<file path="src/hw/rtl/cdcc_pkg.sv">
// Shared types, constants and helpers of the corrected DCC correlation update block.
`default_nettype none

package cdcc_pkg;

    // Default structure of the block
    localparam int SERIES_DEF  = 4;
    localparam int FRAC_DEF    = 16;

    // Fixed field and port widths
    localparam int DW          = 32;
    localparam int W_FRAC      = 16;
    localparam int CFG_IDX_W   = 2;
    localparam int CFG_W       = 16;
    localparam int IN_TDATA_W  = 104;
    localparam int OUT_TDATA_W = 72;

    // Register reset values
    localparam logic [CFG_W-1:0] ALPHA_RST = 16'd3277;
    localparam logic [CFG_W-1:0] BETA_RST  = 16'd58982;
    localparam logic [CFG_W-1:0] SKIP_RST  = 16'd1;

    // Configuration register indexes
    typedef enum logic [CFG_IDX_W-1:0] {
        REG_ALPHA = 2'd0,
        REG_BETA  = 2'd1,
        REG_SKIP  = 2'd2
    } cfg_reg_t;

    // Input item kinds
    localparam logic OP_LOAD = 1'b0;
    localparam logic OP_ELEM = 1'b1;

    // Status of a multi-cycle arithmetic unit
    typedef struct packed {
        logic busy;
        logic done;
    } unit_stat_t;

    // Sequencer states
    typedef enum logic [4:0] {
        ST_IDLE,
        ST_SK_RD,
        ST_SK_EMIT,
        ST_U_RD,
        ST_U_SQ,
        ST_U_SQW,
        ST_U_ST,
        ST_Q_LI,
        ST_Q_RD,
        ST_Q_NEWS,
        ST_Q_C,
        ST_Q_A,
        ST_Q_B,
        ST_D_RD,
        ST_D_SQ,
        ST_D_SQW,
        ST_R_LI,
        ST_R_RD,
        ST_R_DEN,
        ST_R_DIVW,
        ST_R_T,
        ST_R_H,
        ST_R_EMIT,
        ST_FINISH
    } state_t;

    // Saturate a 64-bit signed value to 32-bit signed
    function automatic logic signed [DW-1:0] sat32(input logic signed [63:0] x);
        logic signed [DW-1:0] r;
        if (x > 64'sh000000007fffffff)
            r = 32'sh7fffffff;
        else if (x < 64'shffffffff80000000)
            r = 32'sh80000000;
        else
            r = x[DW-1:0];
        return r;
    endfunction

endpackage

`default_nettype wire

</file>
<file path="src/hw/rtl/cdcc_sqrt.sv">
// Bit-serial floor square root of (x << FRAC_BITS), one root bit per cycle.
`default_nettype none

module cdcc_sqrt #(
    parameter int FRAC_BITS = cdcc_pkg::FRAC_DEF
) (
    input  wire logic                        clk,
    input  wire logic                        rst_n,
    input  wire logic                        start,
    input  wire logic signed [cdcc_pkg::DW-1:0] x,
    output cdcc_pkg::unit_stat_t             stat,
    output logic        [cdcc_pkg::DW-1:0]   root
);
    import cdcc_pkg::*;

    localparam int SQW = 32 + FRAC_BITS + (FRAC_BITS % 2);
    localparam int RW  = SQW / 2;
    localparam int CW  = $clog2(RW + 1);

    logic [SQW-1:0] rad_reg;
    logic [RW:0]    rem_reg;
    logic [RW-1:0]  root_reg;
    logic [CW-1:0]  cnt_reg;
    logic           busy_reg;
    logic           done_reg;

    logic [RW+2:0]  rem_sh;
    logic [RW+2:0]  trial;
    logic           ge;
    logic [RW+2:0]  rem_dif;
    logic           x_pos;

    // One radicand digit pair per cycle
    always_comb
    begin
        rem_sh  = {rem_reg, rad_reg[SQW-1:SQW-2]};
        trial   = {1'b0, root_reg, 2'b01};
        ge      = (rem_sh >= trial);
        rem_dif = ge ? (rem_sh - trial) : rem_sh;
        x_pos   = !x[DW-1] && (x != '0);
    end

    // Control: busy while the counter runs down, then a one-cycle done pulse
    always_ff @(posedge clk or negedge rst_n)
    begin
        if (!rst_n)
        begin
            busy_reg <= 1'b0;
            done_reg <= 1'b0;
            cnt_reg  <= '0;
        end
        else
        begin
            done_reg <= 1'b0;
            if (start)
            begin
                busy_reg <= 1'b1;
                cnt_reg  <= CW'(RW);
            end
            else if (busy_reg)
            begin
                cnt_reg <= cnt_reg - 1'b1;
                if (cnt_reg == CW'(1))
                begin
                    busy_reg <= 1'b0;
                    done_reg <= 1'b1;
                end
            end
        end
    end

    // Datapath shift registers
    always_ff @(posedge clk)
    begin
        if (start)
        begin
            rad_reg  <= x_pos ? SQW'({x[DW-2:0], {FRAC_BITS{1'b0}}}) : '0;
            rem_reg  <= '0;
            root_reg <= '0;
        end
        else if (busy_reg)
        begin
            rad_reg  <= {rad_reg[SQW-3:0], 2'b00};
            rem_reg  <= rem_dif[RW:0];
            root_reg <= {root_reg[RW-2:0], ge};
        end
    end

    assign stat.busy = busy_reg;
    assign stat.done = done_reg;
    assign root      = DW'(root_reg);

endmodule

`default_nettype wire

</file>
<file path="config.mk">
export PLATFORM = sky130hd
export DESIGN_NAME = cdcc_sqrt
export DESIGN_NICKNAME = d
export VERILOG_FILES = /design/src/hw/rtl/cdcc_pkg.sv /design/src/hw/rtl/cdcc_sqrt.sv
export SDC_FILE = /design/constraint.sdc
export NUM_CORES = 1
export LEC_CHECK = 0
export BUFFER_PORTS_ARGS = -buffer_cell sky130_fd_sc_hd__buf_4
export CAP_MARGIN = 20
export CORE_ASPECT_RATIO = 1.5
export CORE_MARGIN = 2
export CORE_UTILIZATION = 55
export CTS_BUF_LIST = sky130_fd_sc_hd__clkbuf_4
export CTS_CLUSTER_DIAMETER = 200
export DETAILED_ROUTE_END_ITERATION = 8
export GPL_TIMING_DRIVEN = 0
export PLACE_DENSITY = 0.77
export RECOVER_POWER = 100
export SYNTH_ARGS = -nofsm -noshare
export SYNTH_HDL_FRONTEND = slang
export SYNTH_SLANG_ARGS = --single-unit
</file>
<file path="constraint.sdc">
create_clock -name clk -period 3.2 [get_ports clk]
set_clock_uncertainty 0.2 [all_clocks]
set_input_delay 0.16 -clock clk [delete_from_list [all_inputs] [get_ports clk]]
set_output_delay 0.16 -clock clk [all_outputs]
set_load 0.03 [all_outputs]
</file>
==> flow_metrics.env <==
export IMPL_status="finished clean"
export IMPL_crit_chain="inv_1 > ha_2 > a2111oi_4 > inv_1 > o311ai_2 > nand2_2 > a21oi_4 > buf_6 > mux2_2 > mux2i_1 > nor2_1"
export IMPL_crit_type="reg2reg"
export IMPL_grt_pass1_wl_um=21220
export IMPL_synth_edf_count=32
export IMPL_clkTransAtPathRegs_ns=0.15
export IMPL_multi_input_area_um2=2663
export IMPL_via_per_inst=5.610
export IMPL_dp_hpwl_um=9219
export IMPL_portBuffers=60
export IMPL_syn_area_um2=5182
export IMPL_tightest_slew_ns=0.8193
export IMPL_top_layer="met4"
export IMPL_startpoint="root_reg[6]$_SDFFE_PP0P_"
export IMPL_grt_remaining_overflow=0
export IMPL_io_pin_count=69
export IMPL_ys_warn_count=0
export IMPL_initial_core_util_pct=56.33
export IMPL_met2_length_um=6924
export IMPL_power_total_mw=5.095
export IMPL_wl_met1_um=5170
export IMPL_ff_latch_area_um2=2117
export IMPL_slew_headroom_pct=45.38
export IMPL_seqPwrFrac_pct=28.8
export IMPL_path_common_cell="inv_1"
export IMPL_drc=0
export IMPL_tns_ns=0
export IMPL_p_leak_nw=2.830
export IMPL_layout_drive_gt1_share_pct=13.09
export IMPL_synth_distinct_cells=56
export IMPL_crit_slowest_cell="dfxtp_1"
export IMPL_dieArea_um2=10230
export IMPL_grt_pass1_vias=4514
export IMPL_finalCritPeriodShare_pct=96.14
export IMPL_peakVddDrop_uv=460.8
export IMPL_reg2reg_from="root_reg[6]$_SDFFE_PP0P_"
export IMPL_largest_reg_flops=32
export IMPL_wirelength_um=13160
export IMPL_swShare_pct=42.93
export IMPL_slowest_delay_ns=0.40
export IMPL_yosys_area_top_type="dfxtp_1"
export IMPL_yosysSeqAreaShare_pct=40.85
export IMPL_min_from="x[31]"
export IMPL_critPathTopFamily="compound AO/OA/AOI/OAI gates"
export IMPL_cp_required_ns=3.34
export IMPL_met3_length_um=673
export IMPL_synth_top_area_share_pct=18.93
export IMPL_drv_slew=0
export IMPL_arrival_ns=3.21
export IMPL_crit_fanout=10
export IMPL_min_period_ns=3.077
export IMPL_drtPass1Iterations=8
export IMPL_final_cell_mix="nor2_1, inv_1, buf_4, dfxtp_1, nand2_1"
export IMPL_syn_to_final_growth_pct=21.95
export IMPL_wire_per_inst_um=15.84
export IMPL_synthArstFlopShare_pct=7.955
export IMPL_cts_root_buf="clkbuf_4"
export IMPL_row_count=43
export IMPL_clkPwrFrac_pct=12.7
export IMPL_drv_cap=0
export IMPL_synth_ff_type="dfxtp_1"
export IMPL_cts_tree="done"
export IMPL_die_x_um=83.26
export IMPL_core_um2=9200
export IMPL_synth_avg_cell_area_um2=8.695
export IMPL_pwr_density_cell_nw_per_um2=806.2
export IMPL_grt_max_degree=33
export IMPL_clk_path_buf_depth=2
export IMPL_hold_class="in2reg"
export IMPL_routabilityCongestion=0.9377
export IMPL_final_common_cell="nor2_1"
export IMPL_rsz0062_at_grt="true"
export IMPL_finalSetupViolations=0
export IMPL_cp_buffers_inverters=3
export IMPL_combPwrFrac_pct=58.5
export IMPL_yosys_top_cells_area="dfxtp_1, edfxtp_1, ha_1"
export IMPL_critPathCaptureType="flip-flop"
export IMPL_synth_seq_cells=88
export IMPL_fmax_ghz=0.3250
export IMPL_vias=4662
export IMPL_antenna_found_initial=1
export IMPL_hold_viol_final=0
export IMPL_drtIter0Drc=299
export IMPL_synthCells=596
export IMPL_antenna_left=0
export IMPL_htreeDepth=3
export IMPL_nFillCells=746
export IMPL_finalNetCount=776
export IMPL_startpoint_type="flip-flop"
export IMPL_switchingPower_mw=2.187
export IMPL_die_h_um=122.9
export IMPL_p_int_mw=2.908
export IMPL_cts_sinks=88
export IMPL_clk_latency_ns=0.45
export IMPL_gr_usage_all_layers_pct=26.00
export IMPL_cts_buffers=9
export IMPL_whs_ns=0.2293
[worst reg2reg max path: cells and delay by family, from the launching register on]
| kind | cells | cell delay [ns] |
|---|---|---|
| AO/OA/AOI/OAI | 3 | 0.99 |
| adder cells (fa/ha/maj) | 1 | 0.34 |
| buffers and inverters | 3 | 0.35 |
| flip-flops | 1 | 0.40 |
| multiplexers | 2 | 0.49 |
| AND/OR/NAND/NOR | 2 | 0.19 |
[Yosys cell counts, drive strengths merged (16+ instances only)]
library cell  count
mux2i            35
o21ai            43
nand2            48
a211oi           19
xnor2            16
buf              19
ha               28
nor2             72
a21oi            35
edfxtp           32
dfxtp            49
clkbuf           22
inv              65
[stage by stage]
stage | setup WS [ns] | instances | util, % | cell area, um2
3_5_place_dp | -0.1091 | 775 | 63.04 | 5799
6_report | 0.1234 | 831 | 68.69 | 6320
5_1_grt | -0.009645 | 831 | 68.69 | 6320
3_3_place_gp | -0.05997 | 775 | 63.04 | 5799
4_1_cts | 0.07350 | 828 | 68.57 | 6309
2_1_floorplan | 0.1338 | 603 | - | 5209
[per-layer routing]
metal	track usage, %	up-vias
li1	-	2282
met1	29.40	2185
met2	47.68	161
met3	3.362	34
met4	13.63	0
met5	0	-
[kinds of logic after synthesis]
| kind of cell | share of synthesized area, % |
|---|---|
| buffers and inverters | 8.957 |
| other | 0.07236 |
| multiplexers | 7.195 |
| adder cells (fa/ha/maj) | 6.760 |
| AND/OR/NAND/NOR | 15.48 |
| AO/OA/AOI/OAI | 16.97 |
| XOR/XNOR | 3.718 |
| flip-flops | 40.85 |
[power by group through the flow]
stage	Sequential, mW	Combinational [mW]	Clock (mW)
floorplan	1.47	2.17	0
global placement	1.48	2.70	0
detailed placement	1.49	2.75	0
CTS	1.46	2.87	0.660
global route	1.49	3.24	0.715
finish	1.47	2.98	0.647
[final cells by class]
type | count | share of cell area, %
plain buffers | 41 | 3.524
clock inverters | 7 | 1.089
inverters | 65 | 3.861
well taps | 112 | 2.217
clock buffers | 9 | 1.069
multi-input cells | 409 | 42.13
diodes | 1 | 0.03960
repair buffers | 99 | 12.57
flip-flops and latches | 88 | 33.50
[timing repair]
action	in CTS	in global routing
pin swaps	1	1
gates resized for setup	1	8
hold buffers	35	0
buffers inserted	2	1
setup endpoints to repair	16	19
endpoints found under the hold margin	41	0
[final timing paths]
check	to	cells past startpoint	slack [ns]
setup / recovery	rem_reg[14]$_SDFFE_PP0P_	11	0.12
min in group asynchronous	done_reg$_DFF_PN0_	3	0.52
setup reg to reg	rem_reg[14]$_SDFFE_PP0P_	11	0.12
hold reg to reg	rem_reg[23]$_SDFFE_PP0P_	1	0.30
max in group asynchronous	cnt_reg[1]$_DFFE_PN0P_	3	2.04
hold / removal	rad_reg[43]$_DFFE_PP_	5	0.23
(Power assumes the default switching activity.)
