===== src/hw/rtl/cdcc_pkg.sv =====
// Shared types, constants and helpers of the corrected DCC correlation update block.
`default_nettype none

package cdcc_pkg;

    // Default structure of the block
    localparam int SERIES_DEF  = 4;
    localparam int FRAC_DEF    = 16;

    // Fixed field and port widths
    localparam int DW          = 32;
    localparam int W_FRAC      = 16;
    localparam int CFG_IDX_W   = 2;
    localparam int CFG_W       = 16;
    localparam int IN_TDATA_W  = 104;
    localparam int OUT_TDATA_W = 72;

    // Register reset values
    localparam logic [CFG_W-1:0] ALPHA_RST = 16'd3277;
    localparam logic [CFG_W-1:0] BETA_RST  = 16'd58982;
    localparam logic [CFG_W-1:0] SKIP_RST  = 16'd1;

    // Configuration register indexes
    typedef enum logic [CFG_IDX_W-1:0] {
        REG_ALPHA = 2'd0,
        REG_BETA  = 2'd1,
        REG_SKIP  = 2'd2
    } cfg_reg_t;

    // Input item kinds
    localparam logic OP_LOAD = 1'b0;
    localparam logic OP_ELEM = 1'b1;

    // Status of a multi-cycle arithmetic unit
    typedef struct packed {
        logic busy;
        logic done;
    } unit_stat_t;

    // Sequencer states
    typedef enum logic [4:0] {
        ST_IDLE,
        ST_SK_RD,
        ST_SK_EMIT,
        ST_U_RD,
        ST_U_SQ,
        ST_U_SQW,
        ST_U_ST,
        ST_Q_LI,
        ST_Q_RD,
        ST_Q_NEWS,
        ST_Q_C,
        ST_Q_A,
        ST_Q_B,
        ST_D_RD,
        ST_D_SQ,
        ST_D_SQW,
        ST_R_LI,
        ST_R_RD,
        ST_R_DEN,
        ST_R_DIVW,
        ST_R_T,
        ST_R_H,
        ST_R_EMIT,
        ST_FINISH
    } state_t;

    // Saturate a 64-bit signed value to 32-bit signed
    function automatic logic signed [DW-1:0] sat32(input logic signed [63:0] x);
        logic signed [DW-1:0] r;
        if (x > 64'sh000000007fffffff)
            r = 32'sh7fffffff;
        else if (x < 64'shffffffff80000000)
            r = 32'sh80000000;
        else
            r = x[DW-1:0];
        return r;
    endfunction

endpackage

`default_nettype wire


===== src/hw/rtl/cdcc_div.sv =====
// Bit-serial divider: (num << FRAC_BITS) / den, truncated toward zero, saturated.
`default_nettype none

module cdcc_div #(
    parameter int FRAC_BITS = cdcc_pkg::FRAC_DEF
) (
    input  wire logic                           clk,
    input  wire logic                           rst_n,
    input  wire logic                           start,
    input  wire logic signed [cdcc_pkg::DW-1:0] num,
    input  wire logic        [cdcc_pkg::DW-1:0] den,
    output cdcc_pkg::unit_stat_t                stat,
    output logic signed      [cdcc_pkg::DW-1:0] quo
);
    import cdcc_pkg::*;

    localparam int QW = DW + FRAC_BITS;
    localparam int CW = $clog2(QW + 1);

    logic [QW-1:0]  dq_reg;
    logic [DW-1:0]  rem_reg;
    logic [DW-1:0]  den_reg;
    logic           neg_reg;
    logic [CW-1:0]  cnt_reg;
    logic           busy_reg;
    logic           done_reg;

    logic [DW:0]    rem_sh;
    logic [DW:0]    rem_dif;
    logic           ge;
    logic [DW-1:0]  mag;
    logic signed [63:0] q64;

    // One quotient bit per cycle, restoring
    always_comb
    begin
        rem_sh  = {rem_reg, dq_reg[QW-1]};
        ge      = (rem_sh >= {1'b0, den_reg});
        rem_dif = ge ? (rem_sh - {1'b0, den_reg}) : rem_sh;
        mag     = num[DW-1] ? (~num + 1'b1) : num;
        q64     = $signed({{(64-QW){1'b0}}, dq_reg});
        if (neg_reg)
            q64 = -q64;
        quo     = sat32(q64);
    end

    always_ff @(posedge clk or negedge rst_n)
    begin
        if (!rst_n)
        begin
            busy_reg <= 1'b0;
            done_reg <= 1'b0;
            cnt_reg  <= '0;
        end
        else
        begin
            done_reg <= 1'b0;
            if (start)
            begin
                busy_reg <= 1'b1;
                cnt_reg  <= CW'(QW);
            end
            else if (busy_reg)
            begin
                cnt_reg <= cnt_reg - 1'b1;
                if (cnt_reg == CW'(1))
                begin
                    busy_reg <= 1'b0;
                    done_reg <= 1'b1;
                end
            end
        end
    end

    always_ff @(posedge clk)
    begin
        if (start)
        begin
            dq_reg  <= {mag, {FRAC_BITS{1'b0}}};
            rem_reg <= '0;
            den_reg <= den;
            neg_reg <= num[DW-1];
        end
        else if (busy_reg)
        begin
            dq_reg  <= {dq_reg[QW-2:0], ge};
            rem_reg <= rem_dif[DW-1:0];
        end
    end

    assign stat.busy = busy_reg;
    assign stat.done = done_reg;

endmodule

`default_nettype wire

===== config.mk =====
export PLATFORM = sky130hd
export DESIGN_NAME = cdcc_div
export DESIGN_NICKNAME = d
export VERILOG_FILES = /design/src/hw/rtl/cdcc_pkg.sv /design/src/hw/rtl/cdcc_div.sv
export SDC_FILE = /design/constraint.sdc
export NUM_CORES = 1
export LEC_CHECK = 0
export ABC_AREA = 1
export BUFFER_PORTS_ARGS = -buffer_cell sky130_fd_sc_hd__buf_2
export CAP_MARGIN = 10
export CORE_AREA = 2 2 173 107
export CTS_CLUSTER_SIZE = 14
export DETAILED_ROUTE_END_ITERATION = 8
export DIE_AREA = 0 0 175 109
export GPL_TIMING_DRIVEN = 1
export PLACE_DENSITY_LB_ADDON = 0.05
export RECOVER_POWER = 100
export SETUP_SLACK_MARGIN = 0.02
export SLEW_MARGIN = 25
export SYNTH_ARGS = -nofsm -noshare
export SYNTH_HDL_FRONTEND = slang
export SYNTH_SLANG_ARGS = --single-unit

===== constraint.sdc =====
create_clock -name clk -period 2.6 [get_ports clk]
set_input_delay 0.52 -clock clk [delete_from_list [all_inputs] [get_ports clk]]
set_output_delay 0.52 -clock clk [all_outputs]
set_load 0.02 [all_outputs]

==> flow_summary.ini <==
[floorplan]
die_h_um = 109
rows = 38
core_um2 = 17600
io_pins = 101
die_width_um = 175
start_util_pct = 54.0
die_area_um2 = 19100

[grt]
grt_pass1_vias = 9312
grt_pass1_wl_um = 51300
grt.total_usage_pct = 35.4
grt.busiest_layer = met1
antenna_found_initial = 0
gr-total-overflow = 0
met3_usage_pct = 13.2
gr-usage-met1_pct = 57.4
grt_max_degree = 59
grt_util_met2_pct = 42.6

[power]
p_int_mw = 6.34
power.share.clock_pct = 23.2
p_seq_share_pct = 23.7
p_switching_mw = 4.76
vdd_drop_max_mv = 0.690
power_frac_comb_pct = 53.2
power.leakage_nw = 6.28
swShare_pct = 42.9
powerDensity_nw_per_um2 = 839
power_mw = 11.1

[logic_synthesis]
ys_types = 49
netlist_area_um2 = 9530
synth_fp_nets = 1535
synth_flop_cell = edfxtp_1
synth_edf_count = 65
netlist_instances = 1431
seq_area_frac_synth_pct = 32.7
ys_ff_latch = 121
async_flop_share_pct = 6.61
syn-mean-instance-area_um2 = 6.66
yosysWarnings = 0

[hold_path]
hold_path.class = input pin to register

[timing]
slew_headroom_pct = -0.411
timing.fmax_ghz = 0.287
min_period_ns = 3.49
period_share_pct = 134
finClkSkew_ns = 0.00993
worst_slack_ns = -0.890
setup_viol = 45
hold_viol = 0
rsz0062_at_grt = yes
fin_setup_tns_ns = -27.45
drv_slew = 47
tightest_slew_ns = 1.50

[placement]
post-place-cells = 1867
post-place-ws_ns = -0.401
io_buffers = 100
hpwl_um = 25200
place.gp.congestion = 1.01

[cells_and_area]
drive_above_1_share_pct = 30.1
n_antenna_cell = 0
layout.nets = 1785
fin_cells = 1934
areaGrowthSynthToFinish_pct = 38.9
final_util_pct = 75.0
largest_reg_flops = 48

[flow_run]
maxCapViolations = 1

[clock_tree]
cts_max_level = 4
path_clk_slew_ns = 0.06
clk_latency_ns = 0.43
root_buffer = clkbuf_16
clock_path_buffers = 2
cts_buffers = 17
clkSinkCount = 121
tritoncts = yes

[drt]
drt_wl_total_um = 35100
wl_per_cell_um = 18.1
dr.pass1.iters = 8
drt_iter0_markers = 1415
avgViaCountPerCell = 5.61
vias = 10900
drtAntennaViolNets = 0
route.detailed.drc = 0

[worst_setup_path]
worstPathArrival_ns = 2.97
slowest_stage = edfxtp_1
max_stage_delay_ns = 0.50
start_kind = register
critical_path_class = register to output port
critPathCaptureType = output port
cpMostUsedCell = nand2_1
cp_top_family = simple AND/OR/NAND/NOR gates
required_ns = 2.08
cp_num_buf_inv = 3
path_max_fanout = 9
worstPathCellList = nor2_2 > nand2_2 > nor2_4 > nand2_1 > o21ai_2 > nand2_2 > buf_4 > nand2_2 > nor2_2 > nand2_1 > nor2_1 > nand2_1 > nand2_4 > clkbuf_16 > nand2_1 > nand2_1 > buf_6

[outcome]
outcome = finished with violations
violations = max-capacitance violations, max-slew violations, negative setup slack
[power groups by stage]
stage / combinational [mW] / sequential (mW) / clock [mW]
2_1_floorplan: 3.27 / 2.57 / 0
3_3_place_gp: 4.80 / 2.62 / 0
3_5_place_dp: 4.85 / 2.63 / 0
4_1_cts: 5.18 / 2.61 / 2.59
5_1_grt: 6.34 / 2.66 / 2.68
6_report: 5.90 / 2.63 / 2.57
[logic make-up (layout without fill, tap and decap cells)]
kind of cell | after synthesis | after routing | synth area share, %
DFF | 121 | 121 | 32.7
adders and majority gates | 37 | 37 | 4.94
buffers and inverters | 224 | 486 | 9.66
and+or+nand+nor | 773 | 774 | 35.0
xor gates and xnor gates | 51 | 51 | 4.69
AOI/OAI and AO/OA | 225 | 225 | 13.1
[placed cells by master (no fill, tap or decap), types with 10 or more instances in the layout]
cell	n
nand4_1	18
o22ai_1	29
nand3_2	17
dfxtp_1	48
clkbuf_1	11
nor2_2	47
buf_2	61
nand2_1	306
nand2_4	20
nor2_4	21
nor3_1	20
o21ai_1	10
clkbuf_16	22
xnor2_1	11
o21ai_0	81
a21oi_1	70
xor2_1	39
inv_1	176
buf_6	42
nand2_2	79
nor2_1	105
buf_4	139
edfxtp_1	65
nand3_1	110
ha_1	34
[routing by layer]
layer | up-vias | part of all wire (%)
met5 | - | 0
met2 | 678 | 36
met4 | 0 | 1.5
met1 | 4922 | 48
met3 | 58 | 15
li1 | 5201 | -
[stage by stage]
| step | cell area [um2] | hold WS (ns) |
|---|---|---|
| 5_1_grt | 13200 | 0.246 |
| 2_1_floorplan | 9530 | 0.224 |
| 6_report | 13200 | 0.259 |
| 3_3_place_gp | 11200 | 0.374 |
| 4_1_cts | 12500 | 0.249 |
| 3_5_place_dp | 11200 | 0.374 |
[Yosys cell counts (2+ instances only)]
| master | count | area share [%] |
|---|---|---|
| nand2_1 | 394 | 16 |
| inv_1 | 179 | 7.1 |
| nor2_1 | 161 | 6.3 |
| nand3_1 | 129 | 6.8 |
| o21ai_0 | 85 | 4.5 |
| a21oi_1 | 73 | 3.8 |
| edfxtp_1 | 65 | 20 |
| dfxtp_1 | 48 | 10 |
| xor2_1 | 39 | 3.6 |
| ha_1 | 36 | 4.7 |
| o22ai_1 | 29 | 1.9 |
| clkbuf_1 | 23 | 0.91 |
| nor3_1 | 20 | 1.1 |
| nand4_1 | 18 | 1.2 |
| nand2_2 | 12 | 0.79 |
| xnor2_1 | 12 | 1.1 |
| o21ai_1 | 10 | 0.53 |
| buf_6 | 9 | 1.1 |
| nand3b_1 | 9 | 0.71 |
| dfrtp_1 | 8 | 2.1 |
| nor2_2 | 6 | 0.39 |
| o21a_1 | 6 | 0.47 |
| and2_1 | 5 | 0.33 |
| nor2_4 | 5 | 0.59 |
| buf_2 | 4 | 0.21 |
| o21ai_2 | 4 | 0.37 |
| a21o_1 | 3 | 0.24 |
| a31oi_1 | 3 | 0.20 |
| buf_1 | 3 | 0.12 |
| o32ai_1 | 3 | 0.28 |
| or2_2 | 3 | 0.20 |
| a21boi_0 | 2 | 0.16 |
| and3_1 | 2 | 0.13 |
| buf_4 | 2 | 0.16 |
| clkinv_1 | 2 | 0.079 |
| inv_2 | 2 | 0.079 |
| nand3_2 | 2 | 0.21 |
| nor3_2 | 2 | 0.21 |
| o21bai_1 | 2 | 0.16 |
| o31ai_1 | 2 | 0.16 |
[final timing paths]
| kind | start | end | slack, ns | depth (start not counted) |
|---|---|---|---|---|
| setup / recovery | dq_reg[25] | quo[1] | -0.89 | 17 |
| hold / removal | den[1] | den_reg[1] | 0.26 | 1 |
| setup reg to reg | dq_reg[47] | rem_reg[7] | -0.09 | 15 |
| hold reg to reg | rem_reg[22] | rem_reg[22] | 0.47 | 2 |
| max in group asynchronous | rst_n | cnt_reg[5] | 1.75 | 2 |
| min in group asynchronous | rst_n | cnt_reg[4] | 0.54 | 2 |
[worst reg2reg max path: cells and delay by family, from the launching register on]
kind | cells | cell delay, ns
AND/OR/NAND/NOR | 5 | 0.50
AO/OA/AOI/OAI | 4 | 0.60
flip-flops | 1 | 0.54
buffers and inverters | 5 | 0.73
adder cells (fa/ha/maj) | 1 | 0.13
[cell type report]
cell class,count,area (um2)
well taps,240,300
clock buffers,19,443
repair buffers,271,2220
flip-flops and latches,121,3110
multi-input cells,1087,6270
clock inverters,13,188
fillers,1393,4410
inverters,183,689
[what timing repair did]
item,4_1_cts,5_1_grt
setup buffers,13,14
pin swaps,41,61
endpoints found under the setup margin,62,66
endpoints found under the hold margin,8,0
hold buffers,1,0
gates cloned,3,5
gates resized for setup,149,163
Note: power is estimated with default switching activity, not from simulation.
